<file path="src/hw/rtl/byte_coded_register_cpu_step_assert.svh">
// Assertion macros for the byte-coded register machine step block.
// Used by the top level only; no other dependencies.
`ifndef BYTE_CODED_REGISTER_CPU_STEP_ASSERT_SVH
`define BYTE_CODED_REGISTER_CPU_STEP_ASSERT_SVH
`ifndef SYNTHESIS
`define BCR_ASSERT_IMPL(lbl, ck, rs, a, b) \
  lbl: assert property (@(posedge ck) disable iff (rs) (a) |-> (b)) \
    else $error("bcr implication check failed");
`define BCR_ASSERT_NEXT(lbl, ck, rs, a, b) \
  lbl: assert property (@(posedge ck) disable iff (rs) (a) |=> (b)) \
    else $error("bcr next-cycle check failed");
`else
`define BCR_ASSERT_IMPL(lbl, ck, rs, a, b)
`define BCR_ASSERT_NEXT(lbl, ck, rs, a, b)
`endif
`endif

</file>
<file path="src/hw/rtl/bcr_pkg.sv">
// Package for the byte-coded register machine step block.
// Opcodes, widths and per-opcode decode functions; no dependencies.
package bcr_pkg;

  localparam int MEM_BYTES_DEF = 65536;
  localparam int REG_COUNT     = 256;
  localparam int RIDX_W        = 8;
  localparam int ALU_W         = 34;

  localparam logic [7:0] OPC_LDI = 8'h00;
  localparam logic [7:0] OPC_MOV = 8'h01;
  localparam logic [7:0] OPC_LDB = 8'h02;
  localparam logic [7:0] OPC_LDH = 8'h03;
  localparam logic [7:0] OPC_LDW = 8'h04;
  localparam logic [7:0] OPC_STB = 8'h05;
  localparam logic [7:0] OPC_STH = 8'h06;
  localparam logic [7:0] OPC_STW = 8'h07;
  localparam logic [7:0] OPC_MUL = 8'h08;
  localparam logic [7:0] OPC_DIV = 8'h09;
  localparam logic [7:0] OPC_LDS = 8'h1E;

  typedef struct packed {
    logic sub;
  } alu_ctl_t;

  // Operand bytes that follow the opcode.
  function automatic logic [2:0] opr_count(input logic [7:0] opc);
    case (opc)
      OPC_LDI: opr_count = 3'd5;
      OPC_MOV, OPC_LDB, OPC_LDH, OPC_LDW,
      OPC_STB, OPC_STH, OPC_STW, OPC_LDS: opr_count = 3'd2;
      OPC_MUL, OPC_DIV: opr_count = 3'd4;
      default: opr_count = 3'd0;
    endcase
  endfunction

  function automatic logic [5:0] op_cost(input logic [7:0] opc);
    case (opc)
      OPC_LDI, OPC_LDH, OPC_STH: op_cost = 6'd6;
      OPC_MOV, OPC_LDS:          op_cost = 6'd3;
      OPC_LDB, OPC_STB, OPC_MUL: op_cost = 6'd5;
      OPC_LDW, OPC_STW:          op_cost = 6'd8;
      OPC_DIV:                   op_cost = 6'd38;
      default:                   op_cost = 6'd1;
    endcase
  endfunction

  // Bytes moved by a memory load or store.
  function automatic logic [2:0] acc_bytes(input logic [7:0] opc);
    case (opc)
      OPC_LDH, OPC_STH: acc_bytes = 3'd2;
      OPC_LDW, OPC_STW: acc_bytes = 3'd4;
      default:          acc_bytes = 3'd1;
    endcase
  endfunction

  function automatic logic wr_first(input logic [7:0] opc);
    case (opc)
      OPC_LDI, OPC_MOV, OPC_LDB, OPC_LDH, OPC_LDW,
      OPC_MUL, OPC_DIV, OPC_LDS: wr_first = 1'b1;
      default: wr_first = 1'b0;
    endcase
  endfunction

  function automatic logic wr_second(input logic [7:0] opc);
    case (opc)
      OPC_MUL, OPC_DIV: wr_second = 1'b1;
      default:          wr_second = 1'b0;
    endcase
  endfunction

endpackage

</file>
<file path="src/hw/rtl/bcr_alu.sv">
// Shared add/subtract unit: address offsets and divide trial subtraction.
// Depends on bcr_pkg.
module bcr_alu (
  input  bcr_pkg::alu_ctl_t          ctl,
  input  logic [bcr_pkg::ALU_W-1:0]  a,
  input  logic [bcr_pkg::ALU_W-1:0]  b,
  output logic [bcr_pkg::ALU_W-1:0]  y
);
  assign y = ctl.sub ? (a - b) : (a + b);
endmodule

</file>
<file path="config.mk">
export PLATFORM = sky130hd
export DESIGN_NAME = bcr_alu
export DESIGN_NICKNAME = d
export VERILOG_FILES = /design/src/hw/rtl/byte_coded_register_cpu_step_assert.svh /design/src/hw/rtl/bcr_pkg.sv /design/src/hw/rtl/bcr_alu.sv
export SDC_FILE = /design/constraint.sdc
export NUM_CORES = 1
export LEC_CHECK = 0
export ABC_CLOCK_PERIOD_IN_PS = 12300
export BUFFER_PORTS_ARGS = -buffer_cell sky130_fd_sc_hd__buf_2
export CORE_MARGIN = 5
export CORE_UTILIZATION = 30
export DETAILED_ROUTE_END_ITERATION = 10
export REMOVE_ABC_BUFFERS = 1
export SLEW_MARGIN = 15
export SYNTH_ARGS = -nofsm -noshare
export SYNTH_HDL_FRONTEND = slang
export SYNTH_SLANG_ARGS = --single-unit
</file>
<file path="constraint.sdc">
create_clock -name vclk -period 12.3
set_input_delay 2.46 -clock vclk [all_inputs]
set_output_delay 2.46 -clock vclk [all_outputs]
set_load 0.05 [all_outputs]
</file>
# After elaboration in Yosys (flattened, before gate mapping)
# Cells that the tools add are included.
[totals]
regBits = 0
latch_bits = 0
ram_bits = 0
mem_bits_ro = 0
input_bits = 69
output_inout_bits = 34
mem_count = 0
[classes]
addsub = 2
mul = 0
div = 0
order_cmp = 0
n_eq_ne = 0
n_shift = 0
muxes = 1
n_bitwise = 0
reduce_logical = 0
[op_table]
columns = ["operator", "n"]
rows = [
  ["$add A34 B34 Y34", 1],
  ["$mux W34", 1],
  ["$sub A34 B34 Y34", 1],
]

# Longest topological paths before layout
# Gate-level depths: netlist of run 1.
[logic_depth]
ltp_word = 2
mapped_depth = 17
depth_no_buf = 16

# Least setup slack after synthesis of run 1
# OpenSTA, ideal clock, no wires.
[synth_path]
kind = "input -> output"
from = "in b[5] (netlist name)"
to = "out y[29] (netlist name)"
t_arrival_ns = 6.353
path_slack_ns = 3.487
stages = 15
path_buffers = 1
path_cell_list = "nor4_2 -> and2_1 -> and3_1 -> a21oi_1 -> xnor2_1 -> ha_1 -> clkbuf_1 -> nand4_1 -> nor2_1 -> o211ai_1 -> nand3_1 -> o211ai_4 -> a2111oi_2 -> nor2_1 -> a311oi_1"
[synth_between]
elab_chain_len = 2
[synth_rtl]
columns = ["element", "line_no", "text"]
rows = [
  ["start: declaration", "bcr_alu.sv:6", "input logic [bcr_pkg::ALU_W-1:0] b,"],
  ["$add A34 B34 Y34 / $sub A34 B34 Y34 (equally long branches)", "bcr_alu.sv:9", "assign y = ctl.sub ? (a - b) : (a + b);"],
  ["$mux W34 *", "bcr_alu.sv:9", ""],
  ["end: declaration", "bcr_alu.sv:7", "output logic [bcr_pkg::ALU_W-1:0] y"],
]
# Every way passes the cells marked *; elsewhere a longest branch is shown, timed or not.

# Final worst setup path of run 1
[layout_path]
from = "in b[5] (netlist name)"
to = "out y[33] (netlist name)"
# Same word-level chain as after synthesis.

==> impl_metrics.yaml, run 1 <==
critical_path:
  setup.worst_path.start: "b[5]"
  cpPeakStageDelay_ns: 0.44
  critPathCaptureType: "output pin"
  path_common_cell: "a21oi_1"
  cp.arrival_ns: 6.41
  critPathRequiredTime_ns: 9.84
  crit_end: "y[33]"
  worst-setup-path-type: "in -> out"
  cp-start-kind: "input pin"
  cp_slowest_cell: "ha_1"
  crit_chain: "buf_2, nor4_2, and2_1, and3_1, and3_1, a21oi_1, xnor2_1, ha_1, a21oi_1, o21bai_1, a21oi_1, o21ai_0, a221o_1, or3_1, or3_1, nand4_1, buf_2"
  worstPathMaxFanout: 13
die:
  rows: 34
  die_area_mm2: 0.01077
  die_w_um: 103.8
  io_pins: 103
  start_util: 0.3056
  coreArea_mm2: 0.008636
  die_h_um: 103.8
grt:
  overflow: 0
  grt_max_degree: 34
  grt_pass1_vias: 3006
  antenna_found_initial: 0
  grt_pass1_wl_um: 13800
  grtUsageTotal: 0.1445
timing:
  whs_ns: 5.381
  period_minus_slack_ns: 8.867
  max_freq_ghz: 0.1128
  worstMarginPinSlew_ns: 0.6706
  finalSetupViolCount: 0
  tns_ns: 0
  post-route-period-util: 0.7209
  hold_viol_final: 0
  fin_ws_ns: 3.433
  rsz0062_at_grt: "false"
  relSlewSlack: 0.5521
  finalMaxSlewViolations: 0
pwr:
  fin_total_pwr_uw: 353.6
  power_density_mw_per_mm2: 109.7
  power.leakage_nw: 1.506
  peakVddDrop_uv: 75.91
logic_synthesis:
  yosys.area.top_type: "ha_1"
  avgSynthCellArea_um2: 6.944
  syn-cell-area_mm2: 0.002639
  synth_area_leaders: "ha_1 (16%), xnor2_1 (16%), a21oi_1 (9.5%)"
  yosysTopAreaCellShare: 0.1612
  synthDistinctLibCells: 61
  synth_most_common_cell: "a21oi_1"
  synthCells: 380
  synth_warnings: 0
  ys_seq_area_frac: 0
  synth.cells.most_frequent: "a21oi_1 (50), xnor2_1 (47), nor2_1 (43)"
clock_tree:
  cts_resized: 0
  cts_setup_buffers: 0
  hold_buffers: 0
finish:
  nClkBuffers: 0
  syn2layout_area_growth_pct: 22.14
  n_sequential_cell: 0
  drive_gt1_frac: 0.2527
  seq_area_um2: 0
  post-route-util: 0.3732
  finish.instance_area_mm2: 0.003223
  instances_no_fill: 580
  nets: 577
  nFillCells: 952
hold_path:
  hold_path.class: "in -> out"
placement:
  post_dp_cell_area_mm2: 0.003221
  dp_cells: 579
  dp_hpwl_um: 7254
  place.port_buffers: 103
  dp_slack_ns: 3.483
  gp_congestion: 0.8972
route:
  ant_nets: 0
  via_count: 3041
  drt-wirelength-per-cell_um: 14.30
  first_iter_violations: 111
  dr.pass1.iters: 6
  wl_um: 8294
  vias_per_cell: 5.243
  drc: 0
job:
  max-cap-violations: 0
status:
  status: "finished clean"
==> layer usage <==
| layer | up-vias | track usage | wire length [um] |
|---|---|---|---|
| met4 | 0 | 0.02498 | 131 |
| li1 | 1578 | - | - |
| met2 | 90 | 0.2432 | 3793 |
| met5 | - | 0 | 0 |
| met3 | 12 | 0.01679 | 408 |
| met1 | 1361 | 0.2001 | 3960 |
==> critical path, delay by kind of cell <==
family / cells / cell delay, ns
AND/OR/NAND/NOR: 7 / 1.84
adder cells (fa/ha/maj): 1 / 0.44
XOR/XNOR: 1 / 0.16
buffers and inverters: 2 / 0.38
AO/OA/AOI/OAI: 6 / 1.12
==> placed cells by master, fill, tap and decap left out, types with 3 or more instances in the layout <==
| master | Yosys | routed |
|---|---|---|
| inv_1 | 18 | 18 |
| mux2i_1 | 4 | 4 |
| nor2b_1 | 7 | 7 |
| o21bai_1 | 3 | 3 |
| xor2_1 | 7 | 7 |
| buf_2 | 0 | 103 |
| a41oi_1 | 3 | 3 |
| a31oi_1 | 5 | 5 |
| o21ai_1 | 7 | 7 |
| nand3_1 | 9 | 9 |
| nand2_1 | 18 | 18 |
| a21o_1 | 12 | 12 |
| nand4_1 | 6 | 6 |
| ha_1 | 34 | 34 |
| and2_1 | 9 | 9 |
| o2111ai_1 | 3 | 3 |
| nor4_1 | 4 | 4 |
| o21ai_0 | 8 | 8 |
| and3_1 | 6 | 6 |
| a21oi_1 | 50 | 50 |
| xnor2_1 | 47 | 47 |
| nor3_1 | 12 | 12 |
| o21a_1 | 5 | 5 |
| nor2_1 | 43 | 43 |
| nand2b_1 | 4 | 4 |
==> cells by family (layout without fill, tap and decap cells) <==
kind of cell,count (synthesis),count (layout),synth area share
AOI/OAI and AO/OA,118,118,0.2935
adders and majority gates,35,35,0.1688
other,0,1,0
muxes,4,4,0.01517
buffers and inverters,32,123,0.05453
xor gates and xnor gates,55,55,0.1897
and+or+nand+nor,136,136,0.2783
==> layout make-up <==
class	count	area, um^2	area share
antenna	1	2.502	0.0007764
inverter	20	75.07	0.02329
multi-input combinational	348	2495	0.7741
tap	108	135.1	0.04193
timing repair buffer	103	515.5	0.1599
==> worst min path at each step <==
| stage | start | slack, ns | endpoint | depth (start not counted) |
|---|---|---|---|---|
| detailed placement | b[0] | 5.38 | y[0] | 4 |
| CTS | b[0] | 5.39 | y[0] | 4 |
| global route | b[0] | 5.42 | y[0] | 4 |
| global placement | b[0] | 5.38 | y[0] | 4 |
| floorplan | b[0] | 5.20 | y[0] | 2 |
| finish | b[0] | 5.38 | y[0] | 4 |
==> where the power goes <==
group	internal (mW)	leakage, nW	switching, mW
combinational	0.106	1.51	0.247
sequential	0	0	0
clock	0.0000000109	0.00000634	0
(Power assumes the default switching activity.)
==> run 2: changes to the inputs <==
--- a/config.mk
+++ b/config.mk
@@ -5,7 +5,8 @@
 export SDC_FILE = /design/constraint.sdc
 export NUM_CORES = 1
 export LEC_CHECK = 0
-export ABC_CLOCK_PERIOD_IN_PS = 12300
+export ABC_AREA = 1
+export ABC_CLOCK_PERIOD_IN_PS = 7750
 export BUFFER_PORTS_ARGS = -buffer_cell sky130_fd_sc_hd__buf_2
 export CORE_MARGIN = 5
 export CORE_UTILIZATION = 30
==> constraint.sdc (replaced) <==
create_clock -name vclk -period 7.75
set_input_delay 1.55 -clock vclk [all_inputs]
set_output_delay 1.55 -clock vclk [all_outputs]
set_load 0.05 [all_outputs]
==> run 2 against run 1 <==
Against the previous run: die area rose by 24%; synthesized cell count increased by 73%; non-clock buffer count unchanged; critical path type unchanged; clock-buffer cell count stayed put.
==> impl_metrics.yaml, run 2 <==
placement:
  post_dp_cell_area_mm2: 0.004006
  dp_hpwl_um: 10210
  place.port_buffers: 103
  gp_congestion: 0.9425
  dp_slack_ns: 1.749
critical_path:
  cp-start-kind: "input pin"
  crit_end: "y[27]"
  critPathRequiredTime_ns: 6.20
  crit_chain: "buf_2, inv_1, o21ai_0, xnor2_1, inv_1, ha_1, a21oi_1, nor2_1, nor2_1, nand2_2, nand2_1, nand2_1, nand2_1, nand3_1, nand2_1, buf_2"
  cp_slowest_cell: "inv_1"
  cp.arrival_ns: 4.46
  setup.worst_path.start: "ctl"
  cpPeakStageDelay_ns: 0.56
  worst-setup-path-type: "in -> out"
  path_common_cell: "nand2_1"
  critPathCaptureType: "output pin"
  worstPathMaxFanout: 24
clock_tree:
  hold_buffers: 0
  cts_setup_buffers: 0
  cts_resized: 0
timing:
  post-route-period-util: 0.7758
  fin_ws_ns: 1.738
  period_minus_slack_ns: 6.012
  hold_viol_final: 0
  finalMaxSlewViolations: 0
  rsz0062_at_grt: "false"
  worstMarginPinSlew_ns: 0.7282
  finalSetupViolCount: 0
  tns_ns: 0
  max_freq_ghz: 0.1663
  relSlewSlack: 0.5140
logic_synthesis:
  synthCells: 658
  yosys.area.top_type: "nand2_1"
  avgSynthCellArea_um2: 5.060
  synth_most_common_cell: "nand2_1"
  yosysTopAreaCellShare: 0.2300
  synth.cells.most_frequent: "nand2_1 (204), inv_1 (126), nor2_1 (80)"
  ys_seq_area_frac: 0
  synthDistinctLibCells: 30
  synth_area_leaders: "nand2_1 (23%), inv_1 (14%), ha_1 (13%)"
  synth_warnings: 0
  syn-cell-area_mm2: 0.003329
pwr:
  power.leakage_nw: 2.411
  peakVddDrop_uv: 100.4
  power_density_mw_per_mm2: 146.2
route:
  drc: 0
  ant_nets: 0
  wl_um: 11020
  dr.pass1.iters: 4
  drt-wirelength-per-cell_um: 12.28
  first_iter_violations: 164
  vias_per_cell: 4.489
  via_count: 4031
die:
  io_pins: 103
  die_area_mm2: 0.01330
  start_util: 0.3071
  rows: 38
  die_h_um: 115.3
  die_w_um: 115.3
  coreArea_mm2: 0.01084
status:
  status: "finished clean"
grt:
  overflow: 0
  grt_pass1_vias: 3811
  antenna_found_initial: 0
  grt-busiest-layer: "met2"
  grt.met3_usage: 0.02053
  grt_pass1_wl_um: 17690
  grtUsageMet2: 0.2778
  grt_max_degree: 25
  grtUsageTotal: 0.1613
  grt_use_met1: 0.2246
finish:
  drive_gt1_frac: 0.1781
  antenna_cells: 0
  nets: 864
  nClkBuffers: 0
  final_cell_mix: "nand2_1 (204), inv_1 (126), buf_2 (103), nor2_1 (80), a21oi_1 (40)"
  n_sequential_cell: 0
  layout_commonest_cell: "nand2_1"
  finish.instance_area_mm2: 0.004006
  syn2layout_area_growth_pct: 20.33
  seq_area_um2: 0
job:
  max-cap-violations: 0
hold_path:
  hold_path.class: "in -> out"
[run 2: changes by cell type in the layout (fill, tap and decap cells not counted), sizes merged, moves of 9 or more]
cell / before / now
a21o: 12 / 1
a21oi: 50 / 41
and2: 9 / 0
inv: 20 / 127
nand2: 18 / 218
nand3: 10 / 40
nor2: 43 / 90
o21ai: 15 / 33
xnor2: 47 / 8
xor2: 8 / 38
[run 2: worst min path at each step]
stage	from	end	slack [ns]	cells past startpoint
finish	b[0]	y[0]	3.53	4
floorplan	b[0]	y[0]	3.38	2
CTS	b[0]	y[0]	3.53	4
global placement	b[0]	y[0]	3.53	4
global route	b[0]	y[0]	3.56	4
detailed placement	b[0]	y[0]	3.53	4
[run 2: cells by family (layout without fill, tap and decap cells)]
family / count (synthesis) / after routing / share of synthesized area
and+or+nand+nor: 367 / 367 / 0.4679
buffers and inverters: 130 / 230 / 0.1473
AOI/OAI and AO/OA: 80 / 80 / 0.1300
xor gates and xnor gates: 46 / 46 / 0.1210
adders and majority gates: 35 / 35 / 0.1338
[run 2: final cells by class]
cell class         count  area, um^2
fillers             1301        6834
multi-input cells    528        2839
repair buffers       103       515.5
inverters            127       476.7
well taps            140       175.2
[run 2: through the flow]
stage | power [mW] | instances | util | hold WS, ns
after floorplan | 0.4417 | 655 | - | 3.381
after global placement | 0.5876 | 898 | 0.3696 | 3.526
after detailed placement | 0.5879 | 898 | 0.3696 | 3.530
after CTS | 0.5891 | 898 | 0.3696 | 3.531
after global routing | 0.6403 | 898 | 0.3696 | 3.561
final | 0.5855 | 898 | 0.3696 | 3.528
[run 2: report_power, final]
| part | switching [mW] | total, mW | leakage, nW | internal [mW] |
|---|---|---|---|---|
| Sequential | 0 | 0 | 0 | 0 |
| Clock | 0 | 0 | 0 | 0 |
| Combinational | 0.428 | 0.586 | 2.41 | 0.157 |
[run 2: critical path, delay by kind of cell]
kind | cells | cell delay [ns]
buf+inv | 4 | 1.05
compound gates | 2 | 0.53
fa+ha+maj | 1 | 0.35
xor+xnor | 1 | 0.21
simple gates | 8 | 0.77
[run 2: metal layers]
metal  part of all wire  wire, um  vias up
met2               0.47      5167       80
met4             0.0019        21        0
met3              0.052       577        2
met5                  0         0        -
li1                   -         -     2247
met1               0.48      5257     1702
==> run 3: changes to the inputs <==
--- a/config.mk
+++ b/config.mk
@@ -5,8 +5,8 @@
 export SDC_FILE = /design/constraint.sdc
 export NUM_CORES = 1
 export LEC_CHECK = 0
-export ABC_AREA = 1
-export ABC_CLOCK_PERIOD_IN_PS = 7750
+export ABC_AREA = 0
+export ABC_CLOCK_PERIOD_IN_PS = 5400
 export BUFFER_PORTS_ARGS = -buffer_cell sky130_fd_sc_hd__buf_2
 export CORE_MARGIN = 5
 export CORE_UTILIZATION = 30
==> constraint.sdc (replaced) <==
create_clock -name vclk -period 5.4
set_input_delay 1.08 -clock vclk [all_inputs]
set_output_delay 1.08 -clock vclk [all_outputs]
set_load 0.05 [all_outputs]
==> run 3 against run 2 <==
Against the previous run: via count down 15%; critical endpoint is now y[33]; critical path depth up 2; non-clock buffer count up 96; worst setup slack worse by 1.7 ns.
==> impl_metrics.yaml, run 3 (synthesis results as in run 1) <==
finish:
  syn2layout_area_growth_pct: 64.11
  final_cell_mix: "buf_4 (96), buf_2 (87), xnor2_1 (46), nor2_1 (41), a21oi_1 (38)"
  antenna_cells: 0
  post-route-util: 0.5014
  seq_area_um2: 0
  drive_gt1_frac: 0.4515
  n_sequential_cell: 0
  nClkBuffers: 0
  layout_commonest_cell: "buf_4"
  nets: 673
  nFillCells: 871
  instances_no_fill: 675
critical_path:
  setup.worst_path.start: "b[7]"
  critPathRequiredTime_ns: 4.32
  worstPathMaxFanout: 4
  crit_family: "simple AND/OR/NAND/NOR gates"
  worst-setup-path-type: "in -> out"
  crit_buf_inv: 4
  cp_slowest_cell: "or3_1"
  cp.arrival_ns: 4.31
  cp-start-kind: "input pin"
  crit_chain: "buf_2, nor4_4, nor2b_2, nand2_2, nor4_2, nor2_1, xnor2_1, ha_1, and2_4, buf_6, a41oi_2, nand3_2, o211ai_4, a2111oi_4, buf_4, or3_1, nand4_1, buf_6"
  cpPeakStageDelay_ns: 0.36
  critPathCaptureType: "output pin"
  path_common_cell: "buf_6"
die:
  io_pins: 103
  die_w_um: 103.8
  start_util: 0.3056
  rows: 34
  die_area_mm2: 0.01077
  coreArea_mm2: 0.008636
  die_h_um: 103.8
pwr:
  power.leakage_nw: 2.076
  peakVddDrop_uv: 145.3
  power_density_mw_per_mm2: 231.1
  fin_total_pwr_mw: 1.001
placement:
  dp_cells: 659
  dp_slack_ns: -0.2809
  place.port_buffers: 103
  gp_congestion: 0.9529
  dp_hpwl_um: 7933
route:
  ant_nets: 0
  drt-wirelength-per-cell_um: 13.77
  drc: 0
  wl_um: 9294
  first_iter_violations: 132
  via_count: 3441
  vias_per_cell: 5.098
  dr.pass1.iters: 4
timing:
  hold_viol_final: 0
  finalMaxSlewViolations: 0
  finalSetupViolCount: 0
  worstMarginPinSlew_ns: 0.4721
  relSlewSlack: 0.6829
  max_freq_ghz: 0.1856
  post-route-period-util: 0.9977
  whs_ns: 2.657
  period_minus_slack_ns: 5.388
  fin_ws_ns: 0.01235
  rsz0062_at_grt: "true"
grt:
  grt_pass1_wl_um: 14700
  antenna_found_initial: 0
  grtUsageTotal: 0.1535
  grt_pass1_vias: 3216
  overflow: 0
  grt_max_degree: 33
status:
  status: "finished clean"
hold_path:
  min_from: "a[0]"
  min_to: "y[0]"
  holdPathStages: 5
  hold_path.class: "in -> out"
job:
  max-cap-violations: 0
run 3: how the worst max path moves through the flow:
stage | cells past startpoint | endpoint
after floorplan | 14 | y[29]
after global placement | 16 | y[29]
after detailed placement | 16 | y[29]
after CTS | 18 | y[33]
after global routing | 19 | y[30]
final | 18 | y[33]
run 3: power by group:
group          switching [mW]  total (mW)  internal [mW]
Sequential                  0           0              0
Combinational           0.619        1.00          0.382
Clock                       0           0              0
run 3: layout make-up:
type                            count  area (um^2)  area share
Multi-Input combinational cell    348         2775      0.6409
Inverter                           20        75.07     0.01734
Tap cell                          108        135.1     0.03120
Timing Repair Buffer              199         1345      0.3106
run 3: repair_timing:
item / in CTS / in global routing
hold buffers: 0 / 0
cloned: 0 / 0
setup buffers: 3 / 13
endpoints found under the hold margin: 0 / 0
gates resized for setup: 29 / 68
pin swaps: 21 / 42
endpoints found under the setup margin: 13 / 13
run 3: stage by stage:
stage          instance area (um^2)  TNS (ns)
4_1_cts                        3979         0
2_1_floorplan                  2570    -1.263
3_5_place_dp                   3834    -1.569
3_3_place_gp                   3834   -0.8339
5_1_grt                        4330    -1.482
6_report                       4330         0
run 3: routing by layer:
layer  wire (um)  global-route usage
met5           0                   0
met2        4547              0.2746
met3         532             0.01990
met4         182             0.02035
met1        4032              0.2005
